### src/sv/swm_pkg.sv
`timescale 1ns / 1ps
// ============================================================================
// swm_pkg: shared definitions for the sliding window median
// Sample and result widths, configuration width, defaults and the per-cycle
// step control broadcast along the sorted cell chain.
// ============================================================================
package swm_pkg;

    localparam int SAMPLE_W       = 32;
    localparam int MEDIAN_W       = 33;
    localparam int CFG_W          = 7;
    localparam int WINDOW_MAX_DEF = 64;
    localparam int WINDOW_RST     = 3;

    typedef logic signed [SAMPLE_W-1:0] t_sample;
    typedef logic signed [MEDIAN_W-1:0] t_median;
    typedef logic        [CFG_W-1:0]    t_cfg;

    // Control broadcast to every cell of the chain.
    typedef struct packed {
        logic load;    // a sample transfer happens this cycle
        logic del_en;  // the window is full: the oldest sample leaves
        logic clear;   // window size written: empty the chain
    } t_step;

endpackage

### src/sv/swm_cell.sv
`timescale 1ns / 1ps
// ============================================================================
// swm_cell: one slot of the sorted window chain
// Holds one sample with its age. Each step it drops the oldest sample by
// shifting down from its right neighbor, then makes room for the new sample
// by shifting up from its left neighbor, keeping the chain in ascending order.
// ============================================================================
module swm_cell #(
    parameter int AW = 6
) (
    input  logic             i_clk,
    input  logic             i_rst_n,
    input  swm_pkg::t_step   i_step,
    input  swm_pkg::t_sample i_sample,
    input  swm_pkg::t_sample i_oldest,
    input  logic [AW-1:0]    i_last_age,
    // right neighbor state
    input  swm_pkg::t_sample i_nxt_value,
    input  logic [AW-1:0]    i_nxt_age,
    input  logic             i_nxt_valid,
    input  logic             i_nxt_gt,
    // left neighbor after removal
    input  swm_pkg::t_sample i_prv_u_value,
    input  logic [AW-1:0]    i_prv_u_age,
    input  logic             i_prv_u_valid,
    input  logic             i_prv_gu,
    // own state, for the left neighbor and the median select
    output swm_pkg::t_sample o_value,
    output logic [AW-1:0]    o_age,
    output logic             o_valid,
    output logic             o_gt,
    // own slot after removal, for the right neighbor
    output swm_pkg::t_sample o_u_value,
    output logic [AW-1:0]    o_u_age,
    output logic             o_u_valid,
    output logic             o_gu
);

    swm_pkg::t_sample r_value;
    logic [AW-1:0]    r_age;
    logic             r_valid;
    swm_pkg::t_sample n_value;
    logic [AW-1:0]    n_age;
    logic             n_valid;
    logic             above_del;

    // Equal values sit oldest first, so the age breaks ties against the
    // sample that leaves.
    always_comb begin
        o_gt      = !r_valid || (r_value > i_sample);
        above_del = i_step.del_en && (!r_valid || (r_value > i_oldest) ||
                    ((r_value == i_oldest) && (r_age <= i_last_age)));
        o_u_value = above_del ? i_nxt_value : r_value;
        o_u_age   = above_del ? i_nxt_age   : r_age;
        o_u_valid = above_del ? i_nxt_valid : r_valid;
        o_gu      = above_del ? i_nxt_gt    : o_gt;

        if (i_prv_gu) begin
            n_value = i_prv_u_value;
            n_age   = i_prv_u_age + AW'(1);
            n_valid = i_prv_u_valid;
        end else if (o_gu) begin
            n_value = i_sample;
            n_age   = '0;
            n_valid = 1'b1;
        end else begin
            n_value = o_u_value;
            n_age   = o_u_age + AW'(1);
            n_valid = o_u_valid;
        end
    end

    always_ff @(posedge i_clk) begin
        if (!i_rst_n) begin
            r_valid <= 1'b0;
        end else if (i_step.clear) begin
            r_valid <= 1'b0;
        end else if (i_step.load) begin
            r_valid <= n_valid;
        end
    end

    always_ff @(posedge i_clk) begin
        if (i_step.load) begin
            r_value <= n_value;
            r_age   <= n_age;
        end
    end

    assign o_value = r_value;
    assign o_age   = r_age;
    assign o_valid = r_valid;

endmodule

### config.mk
export PLATFORM = sky130hd
export DESIGN_NAME = swm_cell
export DESIGN_NICKNAME = d
export VERILOG_FILES = /design/src/sv/swm_pkg.sv /design/src/sv/swm_cell.sv
export SDC_FILE = /design/constraint.sdc
export NUM_CORES = 1
export LEC_CHECK = 0
export BUFFER_PORTS_ARGS = -buffer_cell sky130_fd_sc_hd__buf_4
export CORE_ASPECT_RATIO = 1.1
export CORE_MARGIN = 2
export CORE_UTILIZATION = 46
export CTS_CLUSTER_DIAMETER = 80
export DETAILED_ROUTE_END_ITERATION = 16
export PLACE_DENSITY = 0.87
export SLEW_MARGIN = 5
export SYNTH_ARGS = -nofsm -noshare
export SYNTH_HDL_FRONTEND = slang
export SYNTH_SLANG_ARGS = --single-unit
### constraint.sdc
create_clock -name i_clk -period 3.77 [get_ports i_clk]
set_input_delay 0.377 -clock i_clk [delete_from_list [all_inputs] [get_ports i_clk]]
set_output_delay 0.377 -clock i_clk [all_outputs]
set_load 0.02 [all_outputs]
==> flow_summary_export.csv <==
group,metric,value,unit
run_status,run_status,"finished clean",
logic_synthesis,yosysUniqueCellTypes,58,
logic_synthesis,ys.flop_type,"edfxtp_1",
clock_network,cts_htree_levels,2,
route,ant_nets,0,
final_layout,fin_cells,1039,
power,p_leak,3.69,nW
grt,grt_overflow,0,
worst_hold_path,worstHoldPathType,"input port to flip-flop",
clock_network,cts_made_buffers,5,
grt,use_met3,6.20,%
worst_setup_path,worst-setup-path-type,"flip-flop to output port",
worst_setup_path,slowest_delay,0.52,ns
grt,grt_util_all_layers,28.8,%
logic_synthesis,yosysWarnings,0,
power,clock_power_share,22.7,%
final_layout,fin_nets,1118,
power,cellInternalPower,0.00116,W
worst_setup_path,cp_num_buf_inv,1,
logic_synthesis,syn_nets,893,
worst_setup_path,crit_chain,"ha_1, nand4_2, or3_1, o22ai_1, o31ai_4, o211a_2, o21ai_4, nand2_4, buf_4",
timing,report.final.slew_viol_count,0,
route,initialDrtViolationCount,388,
timing,fmax,275,MHz
route,wire_per_inst,16.9,um
timing,fin_skew,0.00757,ns
timing,tns,0,ns
grt,first_global_vias,5826,
floorplanning,core-area,10900,um^2
worst_setup_path,r2r_slack,0.20,ns
logic_synthesis,yosys.area.top_type_share,22.3,%
clock_network,clk_path_buf_depth,2,
power,switching_share,37.6,%
power,p_switching,0.000700,W
grt,antenna_found_initial,0,
logic_synthesis,syn_avg_cell_area,7.69,um^2
grt,grt_use_met1,34.3,%
grt,use_met2,51.6,%
route,drc,0,
logic_synthesis,synth_top_family_by_area,"simple AND/OR/NAND/NOR gates",
logic_synthesis,ys_async_sr_fraction,0,%
final_layout,n_antenna_cell,0,
worst_hold_path,min_from,"i_step[0]",
grt,grt_pass1_wl,28.1,mm
clock_network,clock-root-buffer,"clkbuf_16",
power,p_seq_share,30.5,%
logic_synthesis,netlist_area,5120,um^2
logic_synthesis,synthSimpleGateAreaFrac,25.7,%
route,vias_per_cell,5.54,
power,p_total,0.00186,W
worst_hold_path,hold-path-cell-count,3,
worst_setup_path,endpoint_kind,"output port",
final_layout,multi_input_area,3540,um^2
logic_synthesis,synth_area_leaders,"edfxtp_1, ha_1, nand2_1, o41ai_2, a21oi_1",
worst_setup_path,r2r_cells,12,
worst_setup_path,worst_path_max_delay_cell,"o21ai_4",
final_layout,fillers,922,
timing,finalHoldViolCount,0,
worst_setup_path,r2r_start,"o_value[31]$_DFFE_PP_",
logic_synthesis,synth_seq_cells,39,
grt,grt_max_degree,50,
floorplanning,dieArea,12000,um^2
logic_synthesis,synth_edf_count,38,
power,power_frac_comb,46.8,%
logic_synthesis,yosysTopAreaCell,"edfxtp_1",
worst_setup_path,reg2reg_to,"o_age[4]$_DFFE_PP_",
timing,relSlewSlack,29.4,%
placement,gp_congestion,0.924,
placement,place.detailed.hpwl,13.5,mm
worst_setup_path,crit_fanout,17,
worst_setup_path,crit_arrival,3.25,ns
logic_synthesis,synthAdderAreaFrac,17.6,%
floorplanning,start_util,47.1,%
timing,worst_slew_pin_slew,1.06,ns
floorplanning,die_x,105,um
power,peakVddDrop,0.188,mV
logic_synthesis,ys_seq_area_share,22.7,%
final_layout,final_core_util,66.3,%
logic_synthesis,synthXorXnorAreaFrac,1.71,%
clock_network,post-cts-setup-buffers,0,
floorplanning,dieHeight,115,um
final_layout,syn2layout_area_growth,40.6,%
clock_network,cts_tree,"built",
worst_setup_path,cp_top_family,"compound AO/OA/AOI/OAI gates",
placement,port_buffers,234,
final_layout,mostFrequentLayoutCell,"buf_4",
floorplanning,num_io_pins,235,
timing,period_minus_slack,3.63,ns
clock_network,cts.clk_slew.worst_paths,0.06,ns
floorplanning,rows,40,
route,drt-pass1-iter-count,5,
logic_synthesis,synth_mux_area_share,0.220,%
worst_setup_path,cp.required,3.39,ns
route,routed_wirelength,17.5,mm
timing,fin_crit_sh,96.3,%
final_layout,regArea,1160,um^2
power,p_per_area,259,nW/um^2
worst_hold_path,hold-path-endpoint,"o_valid$_SDFFE_PP0P_",
logic_synthesis,synth_compound_gate_area_share,23.3,%
clock_network,insertion_delay,0.28,ns
clock_network,cts.sinks,39,
route,vias,5757,
final_layout,final_cell_mix,"buf_4, nand2_1, inv_1",
placement,dp.cells,1030,
flow_run,cap_violations,0,
logic_synthesis,synth_cells,666,
final_layout,drive_gt1_share,34.5,%
grt,grt.busiest_layer,"met2",
worst_setup_path,critPathLaunchType,"flip-flop",
timing,setup_viol,0,
timing,holdWs,0.363,ns
-- area by class of cell --
class	count	area share, %
multi-input combinational	521	49.2
timing repair buffer	250	26.3
sequential	39	16.1
inverter	74	3.86
tap	147	2.56
clock buffer	6	1.79
clock inverter	2	0.174
-- Yosys cell counts, types with 5 or more instances --
master and instances:
a21oi_1 62, buf_2 12, clkbuf_1 15, edfxtp_1 38, ha_1 72, inv_1 74, nand2_1 163, nand2b_1 5
nand3_1 16, nand4_1 14, nor2_1 47, nor3_1 34, o21ai_0 12, o41ai_2 32, xnor2_1 9
-- what timing repair did --
item / CTS / global route
cloned: 1 / 0
hold buffers: 0 / 0
gates resized for setup: 0 / 4
endpoints found under the setup margin: 1 / 18
pin swaps: 1 / 1
-- how the worst max path moves through the flow --
stage / startpoint / to / cells after the start
2_1_floorplan: o_value[15]$_DFFE_PP_ / o_age[4]$_DFFE_PP_ / 16
3_3_place_gp: o_value[31]$_DFFE_PP_ / o_gu / 9
3_5_place_dp: o_value[23]$_DFFE_PP_ / o_gu / 9
4_1_cts: o_value[23]$_DFFE_PP_ / o_gu / 9
5_1_grt: o_value[23]$_DFFE_PP_ / o_value[14]$_DFFE_PP_ / 9
6_report: o_value[13]$_DFFE_PP_ / o_gu / 9
-- worst min-delay path, stage by stage --
cell	delay (ns)
buf_4	0.07
nand2b_1	0.10
a21oi_1	0.04
-- per-stage QoR --
step           cell area, um^2  setup slack (ns)
3_3_place_gp              7020             0.125
3_5_place_dp              7020            0.0518
2_1_floorplan             5120            0.0979
5_1_grt                   7200          -0.00771
4_1_cts                   7170           0.00224
6_report                  7200             0.138
-- registers in the layout, indices dropped and copies added (netlist names) --
register,count
o_age,6
o_valid,1
o_value,32
-- power by group through the flow --
stage	Sequential (W)	Clock, W	Combinational (W)
floorplan	0.000607	0	0.000442
global placement	0.000574	0	0.000840
detailed placement	0.000576	0	0.000857
CTS	0.000567	0.000430	0.000865
global route	0.000573	0.000446	0.000955
finish	0.000567	0.000422	0.000871
-- kinds of logic after synthesis --
kind of cell | after synthesis
AND/OR/NAND/NOR | 299
AO/OA/AOI/OAI | 138
buffers and inverters | 107
adder cells (fa/ha/maj) | 72
flip-flops | 39
XOR/XNOR | 10
multiplexers | 1
-- layer usage --
metal / share of wire (%) / wire length, um
met5: 0 / 0
met4: 2.4 / 428
met3: 8.5 / 1500
met2: 49 / 8610
met1: 40 / 6990
Note: power is estimated with default switching activity, not from simulation.
